## config.mk

```make
export PLATFORM = sky130hd
export DESIGN_NAME = symbol_address_lookup_core
export DESIGN_NICKNAME = d
export VERILOG_FILES = /design/src/sv/sal_pkg.sv /design/src/sv/symbol_address_lookup_core.sv /design/src/sv/sal_front.sv /design/src/sv/sal_queue.sv /design/src/sv/sal_back.sv
export SDC_FILE = /design/constraint.sdc
export NUM_CORES = 1
export LEC_CHECK = 0
export ABC_AREA = 1
export ABC_CLOCK_PERIOD_IN_PS = 13100
export BUFFER_PORTS_ARGS = -buffer_cell sky130_fd_sc_hd__clkbuf_2
export CAP_MARGIN = 20
export CORE_ASPECT_RATIO = 0.8
export CORE_MARGIN = 2
export CORE_UTILIZATION = 30
export DETAILED_ROUTE_END_ITERATION = 12
export SLEW_MARGIN = 20
export SYNTH_ARGS = -nofsm -noshare
export SYNTH_HDL_FRONTEND = slang
export SYNTH_SLANG_ARGS = --single-unit
```

## constraint.sdc

```tcl
create_clock -name clk -period 13.1 [get_ports clk]
set_input_delay 2.62 -clock clk [delete_from_list [all_inputs] [get_ports clk]]
set_output_delay 2.62 -clock clk [all_outputs]
set_load 0.03 [all_outputs]
```

## src/sv/sal_pkg.sv

```systemverilog
// Package with types and constants shared by the symbol address lookup modules.
package sal_pkg;

  localparam int unsigned MAX_ENTRIES = 65536;
  localparam int unsigned CNT_W = $clog2(MAX_ENTRIES + 1);
  localparam int unsigned POS_W = 16;
  localparam int unsigned ADDR_W = 64;
  localparam int unsigned SHNDX_W = 16;
  localparam int unsigned CFG_IDX_W = 4;
  localparam int unsigned QUEUE_DEPTH = 2;

  localparam logic [SHNDX_W-1:0] SECT_UNDEF = 16'h0000;
  localparam logic [SHNDX_W-1:0] SECT_ABS = 16'hfff1;

  localparam logic [CFG_IDX_W-1:0] CFG_TARGET_ADDRESS = 4'd0;
  localparam logic [CFG_IDX_W-1:0] CFG_ENTRY_FORMAT = 4'd1;

  typedef enum logic [1:0] {
    FMT_32 = 2'd0,
    FMT_64 = 2'd1
  } fmt_t;

  typedef enum logic [1:0] {
    KIND_NONE = 2'd0,
    KIND_CONTAINING = 2'd1,
    KIND_NEAREST = 2'd2
  } kind_t;

  typedef struct packed {
    logic examine;
    logic hit;
    logic lower;
    logic last;
    logic fmt_ok;
    logic [ADDR_W-1:0] value;
    logic [POS_W-1:0] pos;
  } sal_entry_t;

endpackage

```

## src/sv/symbol_address_lookup_core.sv

```systemverilog
// Top level of the symbol address lookup: front end, queue and back end.
// The last table word of a scan passes the queue; the result word is then held in the
// back end's output register.
// Throughput: one table word per cycle while the queue is not full; the two-entry queue
// and the output register let the front and back ends stall independently.
// Reset (rst_n low, synchronous) clears the entry counter, the found flags, the queue
// pointers and count, the output valid flag and both configuration registers.
module symbol_address_lookup_core (
  input  logic clk,
  input  logic rst_n,
  input  logic cfg_valid,
  output logic cfg_ready,
  input  logic [sal_pkg::CFG_IDX_W-1:0] cfg_index,
  input  logic [sal_pkg::ADDR_W-1:0] cfg_data,
  input  logic in_valid,
  output logic in_ready,
  input  logic [15:0] in_section_index,
  input  logic [63:0] in_symbol_value,
  input  logic [63:0] in_symbol_size,
  input  logic in_last_entry,
  output logic out_valid,
  input  logic out_ready,
  output logic [1:0] out_match_kind,
  output logic [15:0] out_match_index
);
  import sal_pkg::*;

  logic q_full, q_push, q_pop, q_head_valid;
  sal_entry_t q_push_entry, q_head_entry;

  sal_front u_front (
    .clk(clk),
    .rst_n(rst_n),
    .cfg_valid(cfg_valid),
    .cfg_ready(cfg_ready),
    .cfg_index(cfg_index),
    .cfg_data(cfg_data),
    .in_valid(in_valid),
    .in_ready(in_ready),
    .in_section_index(in_section_index),
    .in_symbol_value(in_symbol_value),
    .in_symbol_size(in_symbol_size),
    .in_last_entry(in_last_entry),
    .q_full(q_full),
    .q_push(q_push),
    .q_entry(q_push_entry)
  );

  sal_queue u_queue (
    .clk(clk),
    .rst_n(rst_n),
    .push(q_push),
    .push_entry(q_push_entry),
    .full(q_full),
    .pop(q_pop),
    .head_valid(q_head_valid),
    .head_entry(q_head_entry)
  );

  sal_back u_back (
    .clk(clk),
    .rst_n(rst_n),
    .head_valid(q_head_valid),
    .head_entry(q_head_entry),
    .pop(q_pop),
    .out_valid(out_valid),
    .out_ready(out_ready),
    .out_match_kind(out_match_kind),
    .out_match_index(out_match_index)
  );

endmodule

```

## src/sv/sal_front.sv

```systemverilog
// Front end: configuration registers, entry counter and per-entry classification.
module sal_front (
  input  logic clk,
  input  logic rst_n,
  input  logic cfg_valid,
  output logic cfg_ready,
  input  logic [sal_pkg::CFG_IDX_W-1:0] cfg_index,
  input  logic [sal_pkg::ADDR_W-1:0] cfg_data,
  input  logic in_valid,
  output logic in_ready,
  input  logic [sal_pkg::SHNDX_W-1:0] in_section_index,
  input  logic [sal_pkg::ADDR_W-1:0] in_symbol_value,
  input  logic [sal_pkg::ADDR_W-1:0] in_symbol_size,
  input  logic in_last_entry,
  input  logic q_full,
  output logic q_push,
  output sal_pkg::sal_entry_t q_entry
);
  import sal_pkg::*;

  logic [ADDR_W-1:0] target_r;
  logic [1:0] format_r;
  logic [CNT_W-1:0] cnt_r, cnt_nxt;
  logic [ADDR_W-1:0] value, size, end_addr;
  logic fmt_ok, sect_ok, in_range, accept;

  assign cfg_ready = 1'b1;
  assign in_ready = !q_full;
  assign accept = in_valid && in_ready;
  assign q_push = accept;

  always_ff @(posedge clk) begin
    if (!rst_n) begin
      target_r <= '0;
      format_r <= FMT_32;
    end else if (cfg_valid && cfg_ready) begin
      if (cfg_index == CFG_TARGET_ADDRESS) begin
        target_r <= cfg_data;
      end else if (cfg_index == CFG_ENTRY_FORMAT) begin
        format_r <= cfg_data[1:0];
      end
    end
  end

  always_comb begin
    fmt_ok = (format_r == FMT_32) || (format_r == FMT_64);
    sect_ok = (in_section_index != SECT_UNDEF) && (in_section_index != SECT_ABS);
    if (format_r == FMT_32) begin
      value = {32'd0, in_symbol_value[31:0]};
      size = {32'd0, in_symbol_size[31:0]};
    end else begin
      value = in_symbol_value;
      size = in_symbol_size;
    end
    end_addr = value + size;
    in_range = (value == target_r) || ((target_r >= value) && (target_r < end_addr));
    q_entry.examine = fmt_ok && sect_ok && (cnt_r < CNT_W'(MAX_ENTRIES));
    q_entry.hit = in_range;
    q_entry.lower = (value <= target_r);
    q_entry.last = in_last_entry;
    q_entry.fmt_ok = fmt_ok;
    q_entry.value = value;
    q_entry.pos = POS_W'(cnt_r);
  end

  always_comb begin
    cnt_nxt = cnt_r;
    if (accept) begin
      if (in_last_entry) begin
        cnt_nxt = '0;
      end else if (cnt_r < CNT_W'(MAX_ENTRIES)) begin
        cnt_nxt = cnt_r + CNT_W'(1);
      end
    end
  end

  always_ff @(posedge clk) begin
    if (!rst_n) begin
      cnt_r <= '0;
    end else begin
      cnt_r <= cnt_nxt;
    end
  end

endmodule

```

## src/sv/sal_queue.sv

```systemverilog
// Two-entry queue that decouples the front end from the back end.
module sal_queue (
  input  logic clk,
  input  logic rst_n,
  input  logic push,
  input  sal_pkg::sal_entry_t push_entry,
  output logic full,
  input  logic pop,
  output logic head_valid,
  output sal_pkg::sal_entry_t head_entry
);
  import sal_pkg::*;

  localparam int unsigned PTR_W = (QUEUE_DEPTH > 1) ? $clog2(QUEUE_DEPTH) : 1;
  localparam int unsigned CNT_QW = $clog2(QUEUE_DEPTH + 1);

  sal_entry_t mem_r [QUEUE_DEPTH];
  logic [PTR_W-1:0] wr_ptr_r, rd_ptr_r;
  logic [CNT_QW-1:0] count_r;
  logic do_push, do_pop;

  assign full = (count_r == CNT_QW'(QUEUE_DEPTH));
  assign head_valid = (count_r != '0);
  assign head_entry = mem_r[rd_ptr_r];
  assign do_push = push && !full;
  assign do_pop = pop && head_valid;

  always_ff @(posedge clk) begin
    if (do_push) begin
      mem_r[wr_ptr_r] <= push_entry;
    end
  end

  always_ff @(posedge clk) begin
    if (!rst_n) begin
      wr_ptr_r <= '0;
      rd_ptr_r <= '0;
      count_r <= '0;
    end else begin
      if (do_push) begin
        wr_ptr_r <= (wr_ptr_r == PTR_W'(QUEUE_DEPTH - 1)) ? '0 : wr_ptr_r + PTR_W'(1);
      end
      if (do_pop) begin
        rd_ptr_r <= (rd_ptr_r == PTR_W'(QUEUE_DEPTH - 1)) ? '0 : rd_ptr_r + PTR_W'(1);
      end
      if (do_push && !do_pop) begin
        count_r <= count_r + CNT_QW'(1);
      end else if (do_pop && !do_push) begin
        count_r <= count_r - CNT_QW'(1);
      end
    end
  end

`ifndef SYNTH
  a_no_overflow: assert property (@(posedge clk) disable iff (!rst_n)
    push |-> !full) else $error("queue push while full");
  a_count_bound: assert property (@(posedge clk) disable iff (!rst_n)
    count_r <= CNT_QW'(QUEUE_DEPTH)) else $error("queue count out of range");
  a_count_step: assert property (@(posedge clk) disable iff (!rst_n)
    (do_push && !do_pop) |=> (count_r == $past(count_r) + CNT_QW'(1)))
    else $error("queue count did not advance on push");
`endif

endmodule

```

## src/sv/sal_back.sv

```systemverilog
// Back end: best-so-far tracking and the registered result word.
module sal_back (
  input  logic clk,
  input  logic rst_n,
  input  logic head_valid,
  input  sal_pkg::sal_entry_t head_entry,
  output logic pop,
  output logic out_valid,
  input  logic out_ready,
  output logic [1:0] out_match_kind,
  output logic [sal_pkg::POS_W-1:0] out_match_index
);
  import sal_pkg::*;

  logic cont_found_r, cont_found_nxt;
  logic [POS_W-1:0] cont_pos_r, cont_pos_nxt;
  logic near_found_r, near_found_nxt;
  logic [POS_W-1:0] near_pos_r, near_pos_nxt;
  logic [ADDR_W-1:0] near_addr_r, near_addr_nxt;
  logic out_valid_r, out_valid_nxt;
  logic [1:0] kind_r, kind_nxt;
  logic [POS_W-1:0] index_r, index_nxt;

  assign out_valid = out_valid_r;
  assign out_match_kind = kind_r;
  assign out_match_index = index_r;
  assign pop = head_valid && (!head_entry.last || !out_valid_r || out_ready);

  always_comb begin
    cont_found_nxt = cont_found_r;
    cont_pos_nxt = cont_pos_r;
    near_found_nxt = near_found_r;
    near_pos_nxt = near_pos_r;
    near_addr_nxt = near_addr_r;
    out_valid_nxt = out_valid_r && !out_ready;
    kind_nxt = kind_r;
    index_nxt = index_r;
    if (pop) begin
      if (head_entry.examine && head_entry.hit && !cont_found_r) begin
        cont_found_nxt = 1'b1;
        cont_pos_nxt = head_entry.pos;
      end
      if (head_entry.examine && head_entry.lower &&
          (!near_found_r || (head_entry.value > near_addr_r))) begin
        near_found_nxt = 1'b1;
        near_pos_nxt = head_entry.pos;
        near_addr_nxt = head_entry.value;
      end
      if (head_entry.last) begin
        out_valid_nxt = 1'b1;
        kind_nxt = KIND_NONE;
        index_nxt = '0;
        if (head_entry.fmt_ok) begin
          if (cont_found_nxt) begin
            kind_nxt = KIND_CONTAINING;
            index_nxt = cont_pos_nxt;
          end else if (near_found_nxt) begin
            kind_nxt = KIND_NEAREST;
            index_nxt = near_pos_nxt;
          end
        end
        cont_found_nxt = 1'b0;
        cont_pos_nxt = '0;
        near_found_nxt = 1'b0;
        near_pos_nxt = '0;
        near_addr_nxt = '0;
      end
    end
  end

  always_ff @(posedge clk) begin
    if (!rst_n) begin
      cont_found_r <= 1'b0;
      near_found_r <= 1'b0;
      out_valid_r <= 1'b0;
    end else begin
      cont_found_r <= cont_found_nxt;
      near_found_r <= near_found_nxt;
      out_valid_r <= out_valid_nxt;
    end
  end

  always_ff @(posedge clk) begin
    cont_pos_r <= cont_pos_nxt;
    near_pos_r <= near_pos_nxt;
    near_addr_r <= near_addr_nxt;
    kind_r <= kind_nxt;
    index_r <= index_nxt;
  end

`ifndef SYNTH
  a_kind_legal: assert property (@(posedge clk) disable iff (!rst_n)
    out_valid_r |-> (kind_r != 2'd3)) else $error("illegal match kind");
  a_clear_after_last: assert property (@(posedge clk) disable iff (!rst_n)
    (pop && head_entry.last) |=> (!cont_found_r && !near_found_r))
    else $error("scan state not cleared after last word");
  a_none_index_zero: assert property (@(posedge clk) disable iff (!rst_n)
    (out_valid_r && (kind_r == KIND_NONE)) |-> (index_r == '0))
    else $error("nonzero index with no match");
`endif

endmodule
```

After elaboration in Yosys (flattened, before gate mapping)
Memories as Yosys holds them, arrays and structs flattened. A register that Yosys moved wholly into a read port is not among the register bits. Cells that the tools add are included.

Register bits: 204. Output and inout bits: 21. Memories: 1. Bits in writable memories: 170. Word-level logic and storage cells: 102.

Memory list: u_queue.mem_r (depth 2, bits a word 85, read ports 1, clocked after Yosys merged registers in 1, write ports 1, RTL line sal_queue.sv:17) `sal_entry_t mem_r [QUEUE_DEPTH];`.

Add/sub/neg operators: 6. Equality and inequality tests: 5. Order comparisons: 5. Reduce and logical (&&, ||, !) cells: 41. Mux-type cells: 27. Bitwise operators: 2.

Operators by type and width (number): 64-bit 2-to-1 mux (3); 64-bit adder (1); 64-bit == test (1); 64-bit >= comparator (1); 64-bit > comparator (1); 64-bit less-or-equal comparator (1); 64-bit less-than comparator (1); 16-bit 2-to-1 mux (4); 17-bit 2-to-1 mux (2); 17-bit by 1-bit adder with 17-bit output, second input constant (1); 17-bit less-than comparator, second input constant (1); 16-bit inequality test, second input constant (1); 16-bit nonzero test (1); 1-bit logical AND (15); 1-bit 2-to-1 mux (15); 1-bit logical NOT (8); 2-bit AND reduction (4); 2-bit nonzero test (4); 2-bit 2-to-1 mux (3); 1-bit logical OR (5); 4-bit by 1-bit == test with 1-bit output, second input constant (1); 4-bit logical NOT (1); 3-bit AND reduction (1); 1-bit adder, second input constant (2); 7 further kinds (8).

Depth between registers and ports, before layout
Gate-level depths: netlist (run 1).

Word-level depth: 8. Depth in mapped cells: 25. Gate-level depth less buffers: 25.

Modules after synthesis
Synthesis (run 1) repeated with hierarchy kept, for this count alone.

Cells, all modules: 3028. Area total of the unflattened synthesis: 25069.0 µm².

Modules (own cells, without submodules): sal_front (area each 11691.2 µm², cells an instance 1910, instances 1, seq. area each 1661.6 µm²); sal_back (area each 6995.5 µm², cells an instance 817, instances 1, seq. area each 3483.3 µm²); sal_queue (area each 6382.4 µm², cells an instance 301, instances 1, seq. area each 5205.0 µm²).

Worst setup path before layout (run 1)
OpenSTA, ideal clock, no wires.

Path type: input -> register. From: in out_ready. To: reg u_back.near_addr_r[0] (enable). Arrival: 7357 ps. Stages: 4. Path slack: 5168 ps. Cell sequence: nor2_1 -> inv_1 -> o22ai_1 -> o21ai_0.

Word-level cells in the longest chain between the ends: 3.

Ends and longest elaborated chain: from (decl) (RTL line symbol_address_lookup_core.sv:22) `input logic out_ready,`; 1-bit logical OR (RTL line sal_back.sv:27) `assign pop = head_valid && (!head_entry.last || !out_valid_r || out_ready);`; 1-bit logical AND (RTL line sal_back.sv:27); 2-bit AND reduction (no line); to (signal assigned) (RTL line sal_back.sv:86) `near_addr_r <= near_addr_nxt;`; to (decl) (RTL line sal_back.sv:19) `logic [ADDR_W-1:0] near_addr_r, near_addr_nxt;`.

No other way between the ends. A chain may end at the register's enable or synchronous reset.

==> impl_metrics.py, run 1 <==
metrics = {
    "layout": {
        "multi_input_area_um2": 11600,
        "num-fill-cells": 8308,
        "final_common_cell": "inv_1",
        "diodes": 0,
        "layout.nets": 3640,
        "area_growth_pct": 15.7,
        "drive_gt1_frac": 0.128,
        "layout_common_cells": "inv_1 (524), nand2_1 (470), nor2_1 (304)",
        "seqCellArea_um2": 10400,
    },
    "yosys": {
        "async_reset_ff_frac": 0,
        "syn_nets": 3408,
        "yosys-top-cells-area": "edfxtp_1 (35%), ha_1 (13%), inv_1 (8.2%)",
        "yosysWarningCount": 0,
        "synth_edf_count": 284,
        "synth_top_area_share": 0.354,
        "synth-seq-cells": 375,
        "synth_ff_type": "edfxtp_1",
        "synth_area_per_cell_um2": 8.22,
        "yosysUniqueCellTypes": 55,
        "netlist_area_um2": 24100,
        "ys_seq_area_frac": 0.430,
        "synth_top_area_cell": "edfxtp_1",
        "syn-instance-count": 2933,
    },
    "critical_path": {
        "cp-start-kind": "register",
        "cp-end-kind": "register",
        "critical_path_class": "reg2reg",
        "cp.required_ns": 13.31,
        "crit_fanout": 47,
        "r2r_slack_ns": 6.87,
        "worst_ep_arrival_time_ns": 6.45,
    },
    "clock_tree": {
        "clockBufferDepth": 3,
        "root_buffer": "clkbuf_16",
        "htree_levels": 2,
        "cts_resized": 0,
        "cts_hold_buf": 0,
        "clock_sinks": 375,
        "post_cts_buffers": 0,
        "clk_latency_ns": 0.60,
        "cts_buffers": 43,
        "cts.clk_slew.worst_paths_ns": 0.06,
        "cts_tree": "built",
    },
    "placement": {
        "place_hpwl_um": 59300,
        "portBuffers": 237,
        "place_congestion": 1.01,
    },
    "timing": {
        "tns_ns": 0,
        "hold_violations": 0,
        "period_needed_ns": 6.23,
        "tightestPinTransition_ns": 1.02,
        "rsz0062_at_grt": "no",
        "fmax_mhz": 160,
        "fin_worst_skew_ns": 0.0290,
        "post-route-period-util": 0.476,
        "slew_headroom": 0.319,
        "final-setup-viol-count": 0,
        "slew_viol_final": 0,
    },
    "global_route": {
        "gr-total-overflow": 0,
        "grt_usage": 0.178,
        "grt_antenna_before_repair": 6,
        "grt_max_degree": 77,
        "grt_pass1_vias": 18900,
        "grt_pass1_wl_um": 113000,
    },
    "floorplan": {
        "die_y_um": 257,
        "rows": 92,
        "die_x_um": 321,
        "io_pins": 239,
        "core-area_um2": 79200,
        "die-area_um2": 82600,
        "start_util": 0.304,
    },
    "route": {
        "wl_per_cell_um": 17.6,
        "wirelength_um": 74700,
        "routed-via-count": 20000,
        "postRouteAntennaNets": 0,
        "drcViolationCount": 0,
        "vias_per_cell": 4.71,
        "dr.pass1.iters": 5,
        "first_iter_violations": 1523,
    },
    "pwr": {
        "total_power_mw": 4.77,
        "powerDensity_nw_per_um2": 171,
        "p_leak_nw": 12.7,
        "peakVddDrop_v": 0.0000994,
    },
    "outcome": {
        "status": "finished, final reports clean",
    },
    "flow_run": {
        "maxCapViolations": 0,
    },
    "min_path": {
        "hold_path_class": "reg2reg",
    },
}
[final timing paths]
kind                                    startpoint                                    to  cells after the start
hold reg to reg   u_front.format_r[0]$_SDFFE_PN0P_      u_front.format_r[0]$_SDFFE_PN0P_                      2
setup reg to reg                          register  u_back.near_addr_r[20]$_SDFFCE_PP0P_                     19
hold / removal    u_front.format_r[0]$_SDFFE_PN0P_      u_front.format_r[0]$_SDFFE_PN0P_                      2
setup / recovery                          register  u_back.near_addr_r[20]$_SDFFCE_PP0P_                     19
[metrics by stage]
| stage | instance area [um2] | hold WS, ns | cells | utilization | setup WS [ns] |
|---|---|---|---|---|---|
| 3_5_place_dp | 26500 | 0.449 | 4154 | 0.334 | 6.41 |
| 6_report | 27900 | 0.459 | 4233 | 0.352 | 6.87 |
| 2_1_floorplan | 24100 | 0.424 | 2933 | - | 5.17 |
| 3_3_place_gp | 26500 | 0.436 | 4154 | 0.334 | 6.43 |
| 5_1_grt | 27900 | 0.486 | 4233 | 0.352 | 6.38 |
| 4_1_cts | 27900 | 0.463 | 4233 | 0.352 | 6.69 |
[final cells by class]
| class | count | share of cell area |
|---|---|---|
| clock buffer | 56 | 0.0411 |
| tap | 1034 | 0.0464 |
| sequential | 375 | 0.371 |
| inverter | 528 | 0.0711 |
| timing repair buffer | 250 | 0.0461 |
| multi-input combinational | 1967 | 0.415 |
| clock inverter | 23 | 0.00929 |
[metal layers]
metal / part of all wire / track usage / up-vias
li1: - / - / 10200
met1: 0.49 / 0.258 / 9121
met2: 0.43 / 0.275 / 541
met3: 0.061 / 0.0290 / 86
met4: 0.021 / 0.0457 / 10
met5: 0.00090 / 0 / -
[power by group]
part           switching (mW)  total [mW]  internal, mW
clock network           0.517        1.20         0.686
registers              0.0952        1.80          1.71
logic                    1.21        1.76         0.547
[kinds of logic (layout without fill, tap and decap cells)]
logic type                 after synthesis  in the layout  share of synthesized area
and+or+nand+nor                       1028           1028                      0.183
AOI/OAI and AO/OA                      617            617                      0.136
buffers and inverters                  591            857                     0.0930
DFF                                    375            375                      0.430
adders and majority gates              257            257                      0.134
xor gates and xnor gates                46             46                     0.0167
muxes                                   18             18                    0.00748
other                                    1              1                   0.000156
[Yosys cell counts, types with 3 or more instances]
library cell / instances
o21ai_2: 4
mux2i_1: 18
clkbuf_1: 42
nand2_1: 471
o21ai_1: 3
nand3_1: 92
or2_2: 63
nor4_1: 12
nand2_4: 4
xnor2_1: 28
nand3b_1: 8
inv_1: 525
edfxtp_1: 284
buf_2: 6
nor2_1: 308
a21boi_0: 5
ha_1: 256
nor2_2: 4
a21oi_1: 280
buf_1: 12
a31oi_1: 13
dfxtp_1: 91
nor3_1: 21
o21a_1: 11
a21o_1: 13
nand4_1: 31
xor2_1: 18
o21ai_0: 260
inv_2: 3
and3_1: 3
o211ai_1: 4
o21bai_1: 13
[sequential cells by signal, indices dropped and copies added (netlist names), named ones only]
| signal | count |
|---|---|
| u_queue.mem_r | 170 |
| u_back.near_addr_r | 64 |
| u_front.target_r | 64 |
| u_front.cnt_r | 17 |
| u_back.cont_pos_r | 16 |
| u_back.near_pos_r | 16 |
| u_back.out_match_index | 16 |
| u_back.out_match_kind | 2 |
| u_front.format_r | 2 |
| u_queue.count_r | 2 |
| u_back.cont_found_r | 1 |
| u_back.near_found_r | 1 |
| u_back.out_valid | 1 |
| u_queue.rd_ptr_r | 1 |
| u_queue.wr_ptr_r | 1 |
[worst max-delay path, stage by stage, from the launching register on]
cell      delay (ns)
dfxtp_4         0.61
clkinv_1        0.80
buf_4           0.55
or2_2           0.32
o21ai_0         0.19
inv_1           0.10
ha_1            0.32
nand2_1         0.06
inv_1           0.05
nand2_1         0.15
nor2_1          0.18
nand3_1         0.23
nor2_1          0.18
nand2_1         0.07
nand2_1         0.08
o21bai_2        0.09
nand2_4         0.21
nand2_4         0.22
o21ai_4         0.64
buf_4           0.69
(Power assumes the default switching activity.)
==> inputs of run 2 (changes only) <==
--- a/config.mk
+++ b/config.mk
@@ -6,7 +6,7 @@
 export NUM_CORES = 1
 export LEC_CHECK = 0
 export ABC_AREA = 1
-export ABC_CLOCK_PERIOD_IN_PS = 13100
+export ABC_CLOCK_PERIOD_IN_PS = 5360
 export BUFFER_PORTS_ARGS = -buffer_cell sky130_fd_sc_hd__clkbuf_2
 export CAP_MARGIN = 20
 export CORE_ASPECT_RATIO = 0.8
==> constraint.sdc (replaced) <==
create_clock -name clk -period 5.36 [get_ports clk]
set_input_delay 1.072 -clock clk [delete_from_list [all_inputs] [get_ports clk]]
set_output_delay 1.072 -clock clk [all_outputs]
set_load 0.03 [all_outputs]
==> run 2 against run 1 <==
Against the previous run: non-clock buffer count increased by 38; clock power increased by 140%; setup slack got worse by 6.5 ns; utilization increased by 0.44 points; sequential power increased by 140%; combinational power increased to 2.6 times the previous value; final area increased by 1.3%; flip-flop and latch count unchanged; highest routed layer unchanged.
==> impl_metrics.py, run 2 (synthesized netlist as in run 1, its figures left out) <==
metrics = {
    "global_route": {
        "grt_pass1_wl_um": 114000,
        "grt_antenna_before_repair": 4,
        "grt_usage": 0.180,
        "grt_pass1_vias": 19400,
        "gr-total-overflow": 0,
        "grt_max_degree": 86,
    },
    "pwr": {
        "total_power_mw": 11.8,
        "p_comb_frac": 0.385,
        "peakVddDrop_v": 0.000302,
        "p_clk_frac": 0.247,
        "p_seq_frac": 0.368,
        "p_leak_nw": 12.9,
        "powerDensity_nw_per_um2": 418,
        "p_switching_mw": 4.47,
        "switching_share": 0.379,
        "p_int_mw": 7.33,
    },
    "floorplan": {
        "die_y_um": 257,
        "die_x_um": 321,
        "die-area_um2": 82600,
        "start_util": 0.304,
        "rows": 92,
        "core-area_um2": 79200,
        "io_pins": 239,
    },
    "layout": {
        "num-fill-cells": 8255,
        "seqCellArea_um2": 10400,
        "largest_register": "u_queue.mem_r",
        "layout_common_cells": "inv_1 (524), nand2_1 (470), nor2_1 (305)",
        "largest_reg_flops": 170,
        "layout.nets": 3677,
        "drive_gt1_frac": 0.138,
        "area_growth_pct": 17.1,
        "final_common_cell": "inv_1",
        "utilization": 0.356,
        "largestRegisters": "u_queue.mem_r x170, u_back.near_addr_r x64, u_front.target_r x64",
        "fin_cells": 4272,
        "multi_input_area_um2": 11600,
    },
    "critical_path": {
        "timing.rr.start": "u_front.format_r[0]$_SDFFE_PN0P_",
        "worst_ep_arrival_time_ns": 5.27,
        "worstPathCellList": "nor2_2 > inv_1 > nand2_1 > inv_1 > ha_1 > a21o_1 > a31oi_1 > o21ai_0 > buf_4 > nand3_1 > o311ai_0 > a21oi_1 > nand2_1 > nand2_1 > nand2_1 > ha_1 > nand2_1 > nor2_1 > nand2_1 > nor4_1 > nand3_1 > nand3_1 > nand2_1",
        "cp-start-kind": "register",
        "crit_fanout": 20,
        "slowest_stage": "ha_1",
        "path_delay_family": "simple AND/OR/NAND/NOR gates",
        "startpoint": "u_front.format_r[0]$_SDFFE_PN0P_",
        "cp_common_cell": "nand2_1",
        "critical_path_class": "reg2reg",
        "max_stage_delay_ns": 0.39,
        "crit_buf_inv": 3,
        "cp.required_ns": 5.68,
        "cp-end-kind": "register",
    },
    "placement": {
        "portBuffers": 237,
        "place_congestion": 1.02,
        "placed_cells": 4192,
        "place_hpwl_um": 60200,
    },
    "timing": {
        "fmax_mhz": 202,
        "slew_viol_final": 0,
        "post-route-period-util": 0.924,
        "period_needed_ns": 4.95,
        "tightestPinTransition_ns": 0.961,
        "hold_violations": 0,
        "fin_worst_skew_ns": 0.0304,
        "slew_headroom": 0.359,
        "final-setup-viol-count": 0,
        "rsz0062_at_grt": "no",
        "tns_ns": 0,
    },
    "clock_tree": {
        "cts_hold_buf": 0,
        "cts_tree": "built",
        "clockBufferDepth": 3,
        "clk_latency_ns": 0.60,
        "cts.clk_slew.worst_paths_ns": 0.06,
        "cts_buffers": 42,
        "htree_levels": 2,
        "root_buffer": "clkbuf_16",
        "clock_sinks": 375,
        "cts_resized": 0,
        "post_cts_buffers": 0,
    },
    "route": {
        "vias_per_cell": 4.70,
        "drcViolationCount": 0,
        "routed-via-count": 20100,
        "postRouteAntennaNets": 0,
        "dr.pass1.iters": 5,
        "wl_per_cell_um": 17.5,
        "first_iter_violations": 1499,
        "wirelength_um": 74800,
    },
    "min_path": {
        "min-delay-start": "u_queue.rd_ptr_r$_SDFFE_PN0P_",
        "hold_path_class": "reg2reg",
    },
    "flow_run": {
        "maxCapViolations": 0,
    },
    "outcome": {
        "status": "finished, final reports clean",
    },
}
[run 2: changes by cell type in the layout (fill, tap and decap cells not counted), moves of 2 or more]
| cell | delta |
|---|---|
| buf_4 | +34 |
| buf_12 | +4 |
| clkinv_1 | -4 |
| clkbuf_8 | +3 |
| clkinvlp_4 | +3 |
| diode_2 | +3 |
| bufinv_16 | -2 |
| clkbuf_16 | +2 |
| clkinv_2 | -2 |
| inv_6 | -2 |
[run 2: per-layer routing]
layer | vias up | track usage | share of wire
li1 | 10300 | - | -
met1 | 9173 | 0.257 | 0.49
met2 | 513 | 0.281 | 0.43
met3 | 97 | 0.0261 | 0.055
met4 | 2 | 0.0492 | 0.026
met5 | - | 0 | 0.00019
[run 2: worst paths after layout]
path	end	depth (start not counted)	slack, ns
worst min register to register	u_queue.rd_ptr_r$_SDFFE_PN0P_	1	0.46
worst max register to register	u_queue.mem_r[0][83]$_DFFE_PP_	23	0.41
worst min-delay path	u_queue.rd_ptr_r$_SDFFE_PN0P_	1	0.46
worst max-delay path	u_queue.mem_r[0][83]$_DFFE_PP_	23	0.41
[run 2: worst register-to-register path, stage by stage, from the launching register on]
cell      delay (ns)
dfxtp_1         0.32
nor2_2          0.29
inv_1           0.36
nand2_1         0.24
inv_1           0.12
ha_1            0.39
a21o_1          0.24
a31oi_1         0.33
o21ai_0         0.22
buf_4           0.20
nand3_1         0.07
o311ai_0        0.20
a21oi_1         0.23
nand2_1         0.08
nand2_1         0.06
nand2_1         0.11
ha_1            0.32
nand2_1         0.06
nor2_1          0.09
nand2_1         0.08
nor4_1          0.35
nand3_1         0.13
nand3_1         0.10
nand2_1         0.06
[run 2: power by group through the flow]
stage | Combinational [mW] | Sequential, mW | Clock, mW
4_1_cts | 4.62 | 4.35 | 2.99
6_report | 4.54 | 4.34 | 2.92
3_3_place_gp | 4.54 | 4.38 | 0
5_1_grt | 5.20 | 4.41 | 3.12
3_5_place_dp | 4.59 | 4.41 | 0
2_1_floorplan | 2.94 | 4.54 | 0
[run 2: stage by stage]
stage | area [um2] | worst slack, ns | hold slack, ns
floorplan | 24100 | 0.108 | 0.424
global placement | 26800 | 0.121 | 0.436
detailed placement | 26800 | 0.146 | 0.451
CTS | 28200 | 0.512 | 0.463
global route | 28200 | 0.0271 | 0.471
finish | 28200 | 0.408 | 0.461
[run 2: layout make-up]
type,instances,share of cell area
sequential,375,0.367
clock buffer,61,0.0438
clock inverter,16,0.00634
antenna,3,0.000266
multi-input combinational,1967,0.409
timing repair buffer,288,0.0574
tap,1034,0.0458
inverter,528,0.0702
==> inputs of run 3 (changes only) <==
--- a/config.mk
+++ b/config.mk
@@ -6,7 +6,7 @@
 export NUM_CORES = 1
 export LEC_CHECK = 0
 export ABC_AREA = 1
-export ABC_CLOCK_PERIOD_IN_PS = 5360
+export ABC_CLOCK_PERIOD_IN_PS = 5800
 export BUFFER_PORTS_ARGS = -buffer_cell sky130_fd_sc_hd__clkbuf_2
 export CAP_MARGIN = 20
 export CORE_ASPECT_RATIO = 0.8
==> constraint.sdc (replaced) <==
create_clock -name clk -period 5.8 [get_ports clk]
set_input_delay 1.16 -clock clk [delete_from_list [all_inputs] [get_ports clk]]
set_output_delay 1.16 -clock clk [all_outputs]
set_load 0.03 [all_outputs]
==> run 3 against run 2 <==
Against the previous run: global-route usage about the same; setup slack better by 0.56 ns; flip-flop and latch count unchanged; total power is 6.8% lower; first-iteration DRC count is 3.5% higher; utilization is 0.13 points lower; final cell count decreased by 0.49%; clock-buffer cell count is 2 higher; clock power shrank 2%; largest power group unchanged.
==> impl_metrics.py, run 3 (synthesized netlist as in run 1, its figures left out) <==
metrics = {
    "global_route": {
        "grt_pass1_wl_um": 114000,
        "grt_pass1_vias": 19400,
        "grt_usage": 0.180,
        "grt_antenna_before_repair": 3,
        "grt_max_degree": 86,
        "gr-total-overflow": 0,
    },
    "placement": {
        "place_congestion": 0.959,
        "place_hpwl_um": 59300,
        "placed_cells": 4167,
        "place_area_um2": 26600,
        "place_ws_ns": 0.689,
        "portBuffers": 237,
    },
    "timing": {
        "fmax_mhz": 207,
        "hold-worst-slack_ns": 0.461,
        "slew_headroom": 0.351,
        "period_needed_ns": 4.83,
        "slew_viol_final": 0,
        "fin_worst_skew_ns": 0.0288,
        "rsz0062_at_grt": "no",
        "hold_violations": 0,
        "final-setup-viol-count": 0,
        "fin_ws_ns": 0.965,
        "post-route-period-util": 0.834,
        "tightestPinTransition_ns": 0.964,
        "tns_ns": 0,
    },
    "clock_tree": {
        "cts_resized": 0,
        "htree_levels": 2,
        "cts_hold_buf": 0,
        "cts_tree": "built",
        "cts.clk_slew.worst_paths_ns": 0.06,
        "cts_buffers": 44,
        "root_buffer": "clkbuf_16",
        "post_cts_buffers": 0,
        "clockBufferDepth": 3,
        "clock_sinks": 375,
        "clk_latency_ns": 0.61,
    },
    "route": {
        "routed-via-count": 20200,
        "postRouteAntennaNets": 0,
        "vias_per_cell": 4.75,
        "dr.pass1.iters": 5,
        "wl_per_cell_um": 17.7,
        "drcViolationCount": 0,
        "wirelength_um": 75200,
        "first_iter_violations": 1551,
    },
    "layout": {
        "area_growth_pct": 16.7,
        "largest_reg_flops": 170,
        "final_common_cell": "inv_1",
        "fin_cells": 4251,
        "layout_common_cells": "inv_1 (524), nand2_1 (470), nor2_1 (304)",
        "num-fill-cells": 8289,
        "layout.nets": 3654,
        "drive_gt1_frac": 0.133,
        "final_area_um2": 28100,
        "largestRegisters": "u_queue.mem_r x170, u_back.near_addr_r x64, u_front.target_r x64",
        "largest_register": "u_queue.mem_r",
    },
    "critical_path": {
        "cp-end-kind": "register",
        "cp_common_cell": "inv_1",
        "cp-start-kind": "register",
        "max_stage_delay_ns": 0.50,
        "worst_ep_arrival_time_ns": 5.16,
        "worstPathCellList": "nor2_2 > inv_1 > buf_4 > nand2_1 > inv_1 > ha_1 > inv_1 > o21ai_0 > a21oi_1 > o21ai_0 > o21bai_1 > a21oi_1 > o21ai_0 > buf_4 > xnor2_1 > ha_1 > nand2_1 > nor3_1 > inv_1 > nor4b_1 > nand3_1 > nand3_1 > nand2_1",
        "critical_path_class": "reg2reg",
        "cp.required_ns": 6.13,
        "slowest_stage": "o21ai_0",
        "crit_fanout": 19,
    },
    "flow_run": {
        "maxCapViolations": 0,
    },
    "floorplan": {
        "die-area_um2": 82600,
        "core-area_um2": 79200,
        "die_y_um": 257,
        "io_pins": 239,
        "die_x_um": 321,
        "rows": 92,
        "start_util": 0.304,
    },
    "min_path": {
        "hold_path_class": "reg2reg",
    },
    "pwr": {
        "p_leak_nw": 12.8,
        "powerDensity_nw_per_um2": 391,
        "peakVddDrop_v": 0.000350,
    },
    "outcome": {
        "status": "finished, final reports clean",
    },
}
run 3: final timing paths:
kind / start / end / slack [ns] / cells after the start
max: u_front.format_r[0]$_SDFFE_PN0P_ / u_queue.mem_r[0][83]$_DFFE_PP_ / 0.97 / 23
min: u_queue.rd_ptr_r$_SDFFE_PN0P_ / u_queue.rd_ptr_r$_SDFFE_PN0P_ / 0.46 / 1
max reg2reg: u_front.format_r[0]$_SDFFE_PN0P_ / u_queue.mem_r[0][83]$_DFFE_PP_ / 0.97 / 23
min reg2reg: u_queue.rd_ptr_r$_SDFFE_PN0P_ / u_queue.rd_ptr_r$_SDFFE_PN0P_ / 0.46 / 1
run 3: metrics by stage:
step / utilization / power (mW)
after floorplan: - / 6.92
after global placement: 0.336 / 8.14
after detailed placement: 0.336 / 8.23
after CTS: 0.355 / 11.1
after global routing: 0.355 / 11.9
final: 0.355 / 11.0
run 3: routing by layer:
| layer | vias to the layer above | wire length, um | global-route usage |
|---|---|---|---|
| met4 | 2 | 1990 | 0.0510 |
| met3 | 101 | 4580 | 0.0286 |
| met1 | 9330 | 36000 | 0.257 |
| li1 | 10200 | - | - |
| met5 | - | 11 | 0 |
| met2 | 541 | 32600 | 0.280 |
run 3: critical path: cells and delay by family, from the launching register on:
kind	cells	cell delay, ns
simple gates	8	1.40
buf+inv	6	0.73
fa+ha+maj	2	0.62
compound gates	6	1.39
flops	1	0.32
xor+xnor	1	0.07
run 3: layout make-up:
class	instances	area [um2]	share of cell area
Inverter	528	1980	0.0705
Clock buffer	63	1250	0.0446
Clock inverter	19	231	0.00823
Sequential cell	375	10400	0.368
Multi-Input combinational cell	1967	11600	0.411
Antenna cell	2	5.00	0.000178
Timing Repair Buffer	263	1440	0.0513
Tap cell	1034	1290	0.0460
run 3: report_power, final:
| part | internal, mW | total (mW) | switching [mW] |
|---|---|---|---|
| registers | 3.85 | 4.01 | 0.161 |
| clock network | 1.66 | 2.85 | 1.19 |
| logic | 1.31 | 4.14 | 2.83 |
